`src/rtl/tbb_pkg.sv`:
```
// shared types and constants for the transformed box bounds core
`default_nettype none

package tbb_pkg;

   localparam int DATA_W      = 32;
   localparam int CELL_W      = 16;
   localparam int CSR_W       = 31;
   localparam int AXES        = 3;
   localparam int REQ_TDATA_W = 296;
   localparam int RSP_TDATA_W = 240;
   localparam int NUM_W       = 31;

   localparam logic [CSR_W-1:0]         CELL_SIZE_RESET = 31'd1048576;
   localparam logic signed [CELL_W-1:0] CELL_MAX        = 16'sh7fff;

   typedef enum logic [1:0] {
      OP_LOAD_ROW = 2'd0,
      OP_MESH     = 2'd1,
      OP_END      = 2'd2
   } op_type;

   localparam logic [1:0] ROW_TRANS   = 2'd3;
   localparam logic [1:0] TERM_X      = 2'd0;
   localparam logic [1:0] TERM_Z      = 2'd2;
   localparam logic [1:0] LAST_COORD  = 2'd2;
   localparam logic [2:0] LAST_CORNER = 3'd7;

   typedef enum logic [4:0] {
      ST_IDLE  = 5'b00001,
      ST_MESH  = 5'b00010,
      ST_DRAIN = 5'b00100,
      ST_DIV   = 5'b01000,
      ST_PUSH  = 5'b10000
   } state_type;

   typedef struct packed {
      logic                     vld;
      logic signed [DATA_W-1:0] a;
      logic signed [DATA_W-1:0] b;
      logic signed [DATA_W-1:0] add;
      logic [1:0]               term;
      logic [1:0]               coord;
      logic                     last;
   } mac_issue_type;

   typedef struct packed {
      logic                     vld;
      logic signed [DATA_W-1:0] value;
      logic [1:0]               coord;
      logic                     last;
   } mac_wb_type;

   typedef struct packed {
      logic                     busy;
      logic                     done;
      logic signed [CELL_W-1:0] grid_pos;
   } div_stat_type;

endpackage

`default_nettype wire

```
`src/rtl/tbb_mac.sv`:
```
// shared multiply, shift, accumulate and saturate unit
`default_nettype none

module tbb_mac import tbb_pkg::*; #(
   parameter int FRAC_BITS = 16
) (
   input  wire logic          clock,
   input  wire logic          reset,
   input  wire mac_issue_type issue,
   output mac_wb_type         wb
);

   localparam int ACC_W = 2 * DATA_W + 2 - FRAC_BITS;

   logic signed [2*DATA_W-1:0] prod_ff, prod_in;
   logic                       p_vld_ff;
   logic [1:0]                 p_term_ff;
   logic [1:0]                 p_coord_ff;
   logic                       p_last_ff;
   logic signed [DATA_W-1:0]   p_add_ff;

   logic signed [ACC_W-1:0]    acc_ff, acc_in;
   logic signed [ACC_W-1:0]    shf;
   logic signed [ACC_W-1:0]    base;
   logic                       a_vld_ff;
   logic [1:0]                 a_coord_ff;
   logic                       a_last_ff;

   logic [ACC_W-32:0]          acc_hi;
   logic                       fits;
   logic signed [DATA_W-1:0]   sat_in;
   mac_wb_type                 wb_ff;

   assign prod_in = issue.a * issue.b;

   // floor of product over one, then exact sum of four terms
   assign shf    = ACC_W'($signed(prod_ff[2*DATA_W-1:FRAC_BITS]));
   assign base   = (p_term_ff == TERM_X) ? ACC_W'(p_add_ff) : acc_ff;
   assign acc_in = base + shf;

   assign acc_hi = acc_ff[ACC_W-1:DATA_W-1];
   assign fits   = (&acc_hi) || !(|acc_hi);
   always_comb begin
      if (fits) begin
         sat_in = acc_ff[DATA_W-1:0];
      end else if (acc_ff[ACC_W-1]) begin
         sat_in = {1'b1, {(DATA_W-1){1'b0}}};
      end else begin
         sat_in = {1'b0, {(DATA_W-1){1'b1}}};
      end
   end

   always_ff @(posedge clock) begin
      prod_ff    <= prod_in;
      p_term_ff  <= issue.term;
      p_coord_ff <= issue.coord;
      p_last_ff  <= issue.last;
      p_add_ff   <= issue.add;
      acc_ff     <= acc_in;
      a_coord_ff <= p_coord_ff;
      a_last_ff  <= p_last_ff;
      wb_ff.value <= sat_in;
      wb_ff.coord <= a_coord_ff;
      wb_ff.last  <= a_last_ff;
      if (reset) begin
         p_vld_ff  <= 1'b0;
         a_vld_ff  <= 1'b0;
         wb_ff.vld <= 1'b0;
      end else begin
         p_vld_ff  <= issue.vld;
         a_vld_ff  <= p_vld_ff && (p_term_ff == TERM_Z);
         wb_ff.vld <= a_vld_ff;
      end
   end

   assign wb = wb_ff;

endmodule

`default_nettype wire

```
`config.mk`:
```
export PLATFORM = sky130hd
export DESIGN_NAME = tbb_mac
export DESIGN_NICKNAME = d
export VERILOG_FILES = /design/src/rtl/tbb_pkg.sv /design/src/rtl/tbb_mac.sv
export SDC_FILE = /design/constraint.sdc
export NUM_CORES = 2
export LEC_CHECK = 0
export ABC_AREA = 1
export BUFFER_PORTS_ARGS = -buffer_cell sky130_fd_sc_hd__buf_4
export CAP_MARGIN = 20
export CORE_ASPECT_RATIO = 0.75
export CORE_UTILIZATION = 66
export CTS_CLUSTER_DIAMETER = 30
export DETAILED_ROUTE_END_ITERATION = 8
export PLACE_DENSITY = 0.95
export SKIP_LAST_GASP = 1
export SLEW_MARGIN = 20
export SYNTH_ARGS = -nofsm -noshare
export SYNTH_HDL_FRONTEND = slang
export SYNTH_SLANG_ARGS = --single-unit
```
`constraint.sdc`:
```
create_clock -name clock -period 10.8 [get_ports clock]
set_clock_uncertainty 0.05 [all_clocks]
set_input_delay 1.62 -clock clock [delete_from_list [all_inputs] [get_ports clock]]
set_output_delay 1.62 -clock clock [all_outputs]
set_load 0.02 [all_outputs]
```
==> reports/summary.txt <==
Status - finished, final reports clean
Final HPWL DP - 123 mm
Routed WL - 148 mm
Initial core utilization - 67.3%
Antenna violations before repair - 1
CTS tree - yes
Max-capacitance violation count - 0
Antenna fix cells - 0
Total track usage - 43.2%
Hold Path Class - reg -> reg
Sequential element share of the synthesized area - 7.59%
Actual slew at the worst max-slew pin - 929 ps
Vias in the first global route - 43968
WS Path Type - in -> reg
Worst slew margin - 37.6%
WHS - 277 ps
Largest net degree at the start of global routing - 43
Commonest non-fill, non-tap cell in the layout - inv_1
Clk root buf - clkbuf_16
Post-CTS Repair Setup Buffers - 0
Final hold violation count - 0
Pins Over Slew Limit - 0
Core footprint - 0.0690 mm²
Multi-input logic area - 0.0354 mm²
Main area contributors after synthesis - fa_1 47%, inv_1 14%, nand2_1 14%
Mapped cell area - 0.0464 mm²
Num rows - 83
FMAX - 112 MHz
Synthesis-to-finish area growth - 4.53%
Drt wl/cell - 21.2 µm
First-pass GRT wire length - 233 mm
Worst-path clk slew - 90 ps
Worst stage delay on the critical path - 590 ps
Clock sink count - 176
Synthesis-stage register bit count - 176
Share of the synthesized area in the top cell type - 46.7%
Clock buffer depth - 2
Distinct cell type count after synthesis - 39
Critical path depth - 27
I/O pins - 140
Slowest stage cell, crit path - fa_1
Mean Syn Cell Area - 7.64 µm²
Crit Path Max Fanout - 32
Setup_tns - 0 ps
Endpoints failing setup - 0
Layout cells sized above 1 - 3.97%
Most frequent cells in the layout - 1761 x inv_1, 1753 x nand2_1, 1082 x fa_1
Fillers - 5016
Post-Synthesis Cells - 6073
Via count - 40132
Die Y - 232 µm
Die Wd - 308 µm
Inserted Clock Buffers - 17
Top cell type by total area after synthesis - fa_1
CP Data Arrival Time - 9200 ps
Die ar. - 0.0714 mm²
Register-to-Register Path Depth - 14
I/O Buffers - 139
Startpoint Class - input pin
Required @ worst endpoint - 11100 ps
RSZ-0062 raised after global routing - false
Post-layout nets - 7441
Vias/cell - 5.75
Final min period - 8900 ps
Post_cts resized - 0
Clock Latency Late Sink - 460 ps
FF+latch area - 0.00352 mm²
CTS H-tree depth - 4
Crit path max-delay family - adder cells
GR Overflow Total - 0
Drt initial violations - 5134
Syn Nets - 7488
Hold depth - 0
Drc violations - 0
Post-CTS Hold Fix Bufs - 0
Antenna-violating nets left - 0
Placer Congestion - 1.06
Initial DRT Pass Iterations - 8
Final period util - 82.4%
Endpoint type of the worst setup path - flip-flop
CP bufs+invs - 9
Syn. warnings - 0
cell usage after synthesis:
master    instances
or2_2             8
o21ai_1          10
nor2_2           11
nand3_2           2
o21bai_1         15
dfxtp_1         176
nand2_1        1755
nor2_1          272
nor2_4            1
a21oi_2           2
clkinv_1          1
o31ai_1           1
a31oi_1           2
ha_1            229
inv_1          1762
nor3_1           15
a21o_1            7
inv_2            26
buf_2             1
o21a_1            2
xor2_1           43
o21ai_2           3
nand2_2           2
a21boi_0          2
nand3_1          99
o211ai_1          4
or2_0             1
o21ai_0          96
and3_1            1
and2_1            2
nand3b_1          3
a21oi_1         171
buf_1             1
clkbuf_1        207
nor4_1            7
fa_1           1082
nor3_2            6
nand4_1          37
xnor2_1           8
through the flow:
step / cell area, µm² / utilization, % / instances / setup slack (ps)
final: 48500 / 70.3 / 6974 / 1900
after global routing: 48500 / 70.3 / 6974 / 1440
after CTS: 48500 / 70.3 / 6974 / 1950
after detailed placement: 47900 / 69.4 / 6942 / 1480
after global placement: 47900 / 69.4 / 6942 / 1780
after floorplan: 46400 / - / 6073 / 2340
worst reg2reg max path, cell delays in order, from the launching register on:
cell     delay [ps]
dfxtp_1         340
nor2_2          100
buf_4           430
inv_2            50
buf_4           290
nor2_4          490
nor2_1          130
ha_1            370
a21oi_1         270
o21ai_0         220
a21oi_1         600
nand2_1         470
inv_1           140
nand3_1         400
xor2_1          310
routing by layer:
layer,routed length (µm),part of all wire [%],vias up,track usage (%)
li1,-,-,16973,-
met1,55800,38,19184,58.5
met2,62700,42,3077,63.5
met3,20700,14,898,12.3
met4,8890,6.0,0,22.8
met5,0,0,-,0
state kept, by name, indices dropped and copies added (netlist names):
| register | flops |
|---|---|
| a_last_ff | 1 |
| a_coord_ff | 2 |
| p_add_ff | 32 |
| prod_ff | 48 |
| p_last_ff | 1 |
| acc_ff | 50 |
| p_coord_ff | 2 |
| p_vld_ff | 1 |
| wb | 36 |
| a_vld_ff | 1 |
| p_term_ff | 2 |
cells by family (layout without fill, tap and decap cells):
logic type | count (synthesis) | in the layout | share of synthesized area [%]
flops | 176 | 176 | 7.59
fa+ha+maj | 1311 | 1311 | 52.9
buf+inv | 1998 | 1964 | 16.2
simple gates | 2222 | 2222 | 18.8
compound gates | 315 | 315 | 3.61
xor+xnor | 51 | 51 | 0.963
final timing paths:
path	from	to	slack (ps)
setup / recovery	issue[42]	prod_ff[60]	1900
hold / removal	p_coord_ff[1]	a_coord_ff[1]	280
setup reg to reg	p_term_ff[1]	acc_ff[33]	6010
hold reg to reg	p_coord_ff[1]	a_coord_ff[1]	280
area by class of cell:
type	count	area share, %
multi-input cells	3899	73.0
well taps	935	2.41
inverters	1789	13.8
flip-flops and latches	176	7.26
clock buffers	17	0.877
repair buffers	143	2.21
clock inverters	15	0.436
Power is left out: the tool's default activity adds up to more than one toggle a clock period on the data nets, which glitch-free logic cannot reach.
