<file path="config.mk">
export PLATFORM = sky130hd
export DESIGN_NAME = tbb_div
export DESIGN_NICKNAME = d
export VERILOG_FILES = /design/src/rtl/tbb_pkg.sv /design/src/rtl/tbb_div.sv
export SDC_FILE = /design/constraint.sdc
export NUM_CORES = 1
export LEC_CHECK = 0
export ABC_AREA = 1
export BUFFER_PORTS_ARGS = -buffer_cell sky130_fd_sc_hd__buf_2
export CAP_MARGIN = 15
export CORE_ASPECT_RATIO = 0.8
export CORE_MARGIN = 5
export CORE_UTILIZATION = 39
export CTS_CLUSTER_SIZE = 12
export DETAILED_ROUTE_END_ITERATION = 6
export MAX_ROUTING_LAYER = met4
export REMOVE_ABC_BUFFERS = 1
export SYNTH_ARGS = -nofsm -noshare
export SYNTH_HDL_FRONTEND = slang
export SYNTH_SLANG_ARGS = --single-unit
</file>
<file path="constraint.sdc">
create_clock -name clock -period 5.6 [get_ports clock]
set_input_delay 0.28 -clock clock [delete_from_list [all_inputs] [get_ports clock]]
set_output_delay 0.28 -clock clock [all_outputs]
set_load 0.01 [all_outputs]
</file>
<file path="src/rtl/tbb_pkg.sv">
// shared types and constants for the transformed box bounds core
`default_nettype none

package tbb_pkg;

   localparam int DATA_W      = 32;
   localparam int CELL_W      = 16;
   localparam int CSR_W       = 31;
   localparam int AXES        = 3;
   localparam int REQ_TDATA_W = 296;
   localparam int RSP_TDATA_W = 240;
   localparam int NUM_W       = 31;

   localparam logic [CSR_W-1:0]         CELL_SIZE_RESET = 31'd1048576;
   localparam logic signed [CELL_W-1:0] CELL_MAX        = 16'sh7fff;

   typedef enum logic [1:0] {
      OP_LOAD_ROW = 2'd0,
      OP_MESH     = 2'd1,
      OP_END      = 2'd2
   } op_type;

   localparam logic [1:0] ROW_TRANS   = 2'd3;
   localparam logic [1:0] TERM_X      = 2'd0;
   localparam logic [1:0] TERM_Z      = 2'd2;
   localparam logic [1:0] LAST_COORD  = 2'd2;
   localparam logic [2:0] LAST_CORNER = 3'd7;

   typedef enum logic [4:0] {
      ST_IDLE  = 5'b00001,
      ST_MESH  = 5'b00010,
      ST_DRAIN = 5'b00100,
      ST_DIV   = 5'b01000,
      ST_PUSH  = 5'b10000
   } state_type;

   typedef struct packed {
      logic                     vld;
      logic signed [DATA_W-1:0] a;
      logic signed [DATA_W-1:0] b;
      logic signed [DATA_W-1:0] add;
      logic [1:0]               term;
      logic [1:0]               coord;
      logic                     last;
   } mac_issue_type;

   typedef struct packed {
      logic                     vld;
      logic signed [DATA_W-1:0] value;
      logic [1:0]               coord;
      logic                     last;
   } mac_wb_type;

   typedef struct packed {
      logic                     busy;
      logic                     done;
      logic signed [CELL_W-1:0] grid_pos;
   } div_stat_type;

endpackage

`default_nettype wire

</file>
<file path="src/rtl/tbb_div.sv">
// bit-serial floor division of a translation by the cell size
`default_nettype none

module tbb_div import tbb_pkg::*; #(
   parameter int FRAC_BITS = 16
) (
   input  wire logic                     clock,
   input  wire logic                     reset,
   input  wire logic                     start,
   input  wire logic signed [DATA_W-1:0] numer,
   input  wire logic [CSR_W-1:0]         cell_size,
   output div_stat_type                  stat
);

   localparam int              CNT_W = $clog2(NUM_W);
   localparam logic [CSR_W-1:0] ONE  = CSR_W'(64'd1 << FRAC_BITS);

   logic                     busy_ff, busy_in;
   logic                     done_ff, done_in;
   logic                     neg_ff, neg_in;
   logic [NUM_W-1:0]         num_ff, num_in;
   logic [NUM_W:0]           rem_ff, rem_in;
   logic [CSR_W-1:0]         den_ff, den_in;
   logic [CNT_W-1:0]         cnt_ff, cnt_in;

   logic [NUM_W:0]           rem_sh;
   logic [NUM_W+1:0]         diff;
   logic                     ge;
   logic signed [CELL_W-1:0] qs;

   assign rem_sh = {rem_ff[NUM_W-1:0], num_ff[NUM_W-1]};
   assign diff   = {1'b0, rem_sh} - {2'b00, den_ff};
   assign ge     = !diff[NUM_W+1];

   always_comb begin
      busy_in = busy_ff;
      done_in = 1'b0;
      neg_in  = neg_ff;
      num_in  = num_ff;
      rem_in  = rem_ff;
      den_in  = den_ff;
      cnt_in  = cnt_ff;
      if (start) begin
         // negative: floor(t/d) = ~((~t)/d)
         busy_in = 1'b1;
         neg_in  = numer[DATA_W-1];
         num_in  = numer[DATA_W-1] ? ~numer[NUM_W-1:0] : numer[NUM_W-1:0];
         rem_in  = '0;
         den_in  = (cell_size < ONE) ? ONE : cell_size;
         cnt_in  = '0;
      end else if (busy_ff) begin
         rem_in = ge ? diff[NUM_W:0] : rem_sh;
         num_in = {num_ff[NUM_W-2:0], ge};
         cnt_in = cnt_ff + 1'b1;
         if (cnt_ff == CNT_W'(NUM_W - 1)) begin
            busy_in = 1'b0;
            done_in = 1'b1;
         end
      end
   end

   always_ff @(posedge clock) begin
      neg_ff <= neg_in;
      num_ff <= num_in;
      rem_ff <= rem_in;
      den_ff <= den_in;
      cnt_ff <= cnt_in;
      if (reset) begin
         busy_ff <= 1'b0;
         done_ff <= 1'b0;
      end else begin
         busy_ff <= busy_in;
         done_ff <= done_in;
      end
   end

   assign qs = (|num_ff[NUM_W-1:CELL_W-1]) ? CELL_MAX : $signed(num_ff[CELL_W-1:0]);

   assign stat.busy     = busy_ff;
   assign stat.done     = done_ff;
   assign stat.grid_pos = neg_ff ? ~qs : qs;

endmodule

`default_nettype wire

</file>
==> impl_metrics.env <==
export IMPL_status="finished clean"
export IMPL_fin_crit_sh_pct=54.34
export IMPL_cp_data_arrival_time_ps=3140
export IMPL_critPathTopFamily="simple AND/OR/NAND/NOR gates"
export IMPL_yosysSeqAreaShare_pct=35.80
export IMPL_die_area_sq_mm=0.02187
export IMPL_clk_pin_slew_worst_paths_ps=80
export IMPL_drcViolationCount=0
export IMPL_dp_hpwl_mm=13.82
export IMPL_synth_area_leaders="edfxtp_1 26%, nand2_1 17%, inv_1 10%"
export IMPL_fp_dieW_um=164.1
export IMPL_intPower_mw=1.309
export IMPL_detail_route_antenna_nets=0
export IMPL_insertion_delay_ps=370
export IMPL_first_pass_iters=5
export IMPL_ys_ff_latch=101
export IMPL_crit_type="reg2reg"
export IMPL_grt_overflow=0
export IMPL_fp_dieH_um=133.3
export IMPL_syn_area_per_cell_sq_um=6.906
export IMPL_total_power_mw=1.810
export IMPL_numClockSinks=101
export IMPL_rsz0062_at_grt="no"
export IMPL_wl_per_cell_um=13.25
export IMPL_drive_gt1_share_pct=11.61
export IMPL_yosys_area_top_type="edfxtp_1"
export IMPL_hold_start="reset"
export IMPL_pwr_share_seq_pct=48.4
export IMPL_vias=6427
export IMPL_crit_required_ps=5700
export IMPL_swShare_pct=27.69
export IMPL_grt_first_pass_wirelength_mm=30.59
export IMPL_worstSetupEndpointType="flop"
export IMPL_coreArea_sq_mm=0.01881
export IMPL_syn_inst=1073
export IMPL_p_sw_mw=0.5013
export IMPL_tns_ps=0
export IMPL_p_comb_share_pct=13.7
export IMPL_grt_max_degree=58
export IMPL_areaGrowthSynthToFinish_pct=11.67
export IMPL_fin_crit_ps=3043
export IMPL_clock_skew_ps=18.44
export IMPL_h_tree_depth=3
export IMPL_initial_core_util_pct=39.40
export IMPL_rows=45
export IMPL_grt_pass1_vias=6061
export IMPL_setup_viol=0
export IMPL_antenna_found_initial=1
export IMPL_netlist_area_leader_share_pct=25.53
export IMPL_port_buffers=83
export IMPL_p_clk_share_pct=37.9
export IMPL_worstSetupStartpoint="den_ff[19]"
export IMPL_clockRootBuffer="clkbuf_16"
export IMPL_grt_usage_pct=17.97
export IMPL_worstMarginPinSlew_ps=1043
export IMPL_cts_made_buffers=9
export IMPL_critPathSlowestCell="a21oi_4"
export IMPL_hp_class="in2reg"
export IMPL_pin_count=84
export IMPL_vias_per_cell=4.630
export IMPL_fin_nets=1223
export IMPL_drtIter0Drc=436
export IMPL_startpoint_type="flop"
export IMPL_netlist_area_sq_mm=0.007410
export IMPL_drv_slew=0
export IMPL_max_freq_ghz=0.3286
export IMPL_ys_types=38
export IMPL_hold_buffers=0
export IMPL_routed_wl_mm=18.39
export IMPL_hold_viol=0
export IMPL_ir_worst_vdd_mv=0.1642
export IMPL_max_stage_delay_ps=830
export IMPL_ys_warnings_count=0
export IMPL_ys_flop_type="edfxtp_1"
export IMPL_drv_cap=0
export IMPL_crit_path_frequent_cell="nand2_1"
export IMPL_p_leak_nw=4.195
export IMPL_slew_headroom_pct=30.30
export IMPL_crit_reg2reg_launch="den_ff[19]"
export IMPL_cts_resized=0
export IMPL_crit_chain="inv_1 -> ha_1 -> nand2_2 -> inv_1 -> nand2_1 -> nand2_1 -> nand2_1 -> nand2_1 -> a21oi_4 -> nand2_4 -> nand2_1 -> o21ai_0"
export IMPL_post_cts_buffers=0
export IMPL_cts_tree="built"
export IMPL_p_per_area_mw_per_mm2=218.8
export IMPL_gp_congestion=0.9384
export IMPL_synthArstFlopShare_pct=0
export IMPL_synth_edf_count=63
export IMPL_cp_max_fo=32
export IMPL_clockBufferDepth=2
export IMPL_cp_num_buf_inv=2
-- cells in the mapped netlist, types with 3 or more instances --
cell type  number
inv_1         206
nand3_2         7
nor4_1          7
o21ai_0        36
o21ai_1        13
nor2_1         62
nor3_1         20
xnor2_1        57
ha_1           33
dfxtp_1        38
a21oi_1        19
buf_4           3
nand2_1       339
nand3_1        72
buf_6           3
nand2_2         5
nor2_2          3
clkbuf_1       31
nand4_1         8
nand3b_1       20
edfxtp_1       63
buf_2           9
-- stage by stage --
| step | util [%] | instance area, sq um | hold WS, ps | setup WS, ps | cells |
|---|---|---|---|---|---|
| finish | 44.00 | 8274 | 89.29 | 2557 | 1388 |
| floorplan | - | 7173 | 349.1 | 3259 | 1025 |
| detailed placement | 42.24 | 7944 | 447.5 | 2568 | 1370 |
| global route | 43.99 | 8272 | 66.28 | 2321 | 1387 |
| global placement | 42.24 | 7944 | 444.1 | 2611 | 1370 |
| CTS | 43.97 | 8269 | 67.24 | 2539 | 1386 |
-- final cells by class --
type	count	area [sq um]
antenna	2	5.005
tap	258	322.8
sequential	101	2653
multi-input combinational	717	3746
clock buffer	9	225.2
fill	2033	10530
timing repair buffer	87	445.4
inverter	207	777.0
clock inverter	7	100.1
-- flip-flops by register name (all words and copies together) (netlist names) --
register and count:
den_ff 31, rem_ff 31, num_ff 31, done_ff 1, neg_ff 1, busy_ff 1, cnt_ff 5
-- worst paths after layout --
| kind | endpoint | slack [ps] | depth (start not counted) |
|---|---|---|---|
| setup / recovery | num_ff[0] | 2560 | 12 |
| hold / removal | busy_ff | 90 | 2 |
| setup reg to reg | num_ff[0] | 2560 | 12 |
| hold reg to reg | cnt_ff[4] | 460 | 1 |
-- per-layer routing --
metal | track usage [%] | share of wire, % | vias to the layer above | routed length, um
met5 | - | 0 | - | 0
met4 | 4.052 | 0.99 | 0 | 182
met1 | 26.67 | 53 | 2852 | 9792
li1 | - | - | 3413 | -
met2 | 24.89 | 40 | 153 | 7344
met3 | 3.928 | 5.8 | 9 | 1070
-- layout by cell type (no fill, tap or decap), types with 33 or more instances in the layout --
cell type,count
nand2_1,339
inv_1,206
buf_2,83
nand3_1,72
edfxtp_1,63
nor2_1,61
xnor2_1,57
dfxtp_1,38
o21ai_0,36
ha_1,33
-- power groups by stage --
stage                     Combinational (mW)  Sequential (mW)  Clock [mW]
after floorplan                        0.161            0.885           0
after global placement                 0.249            0.892           0
after detailed placement               0.250            0.892           0
after CTS                              0.251            0.877       0.712
after global routing                   0.284            0.882       0.743
final                                  0.248            0.876       0.686
-- cells by family after synthesis --
family	Yosys count	share of synthesized area, %
AO/OA/AOI/OAI	72	5.117
XOR/XNOR	58	6.856
adder cells (fa/ha/maj)	34	5.843
buffers and inverters	255	13.68
flip-flops	101	35.80
AND/OR/NAND/NOR	553	32.71
Note: power is estimated with default switching activity, not from simulation.
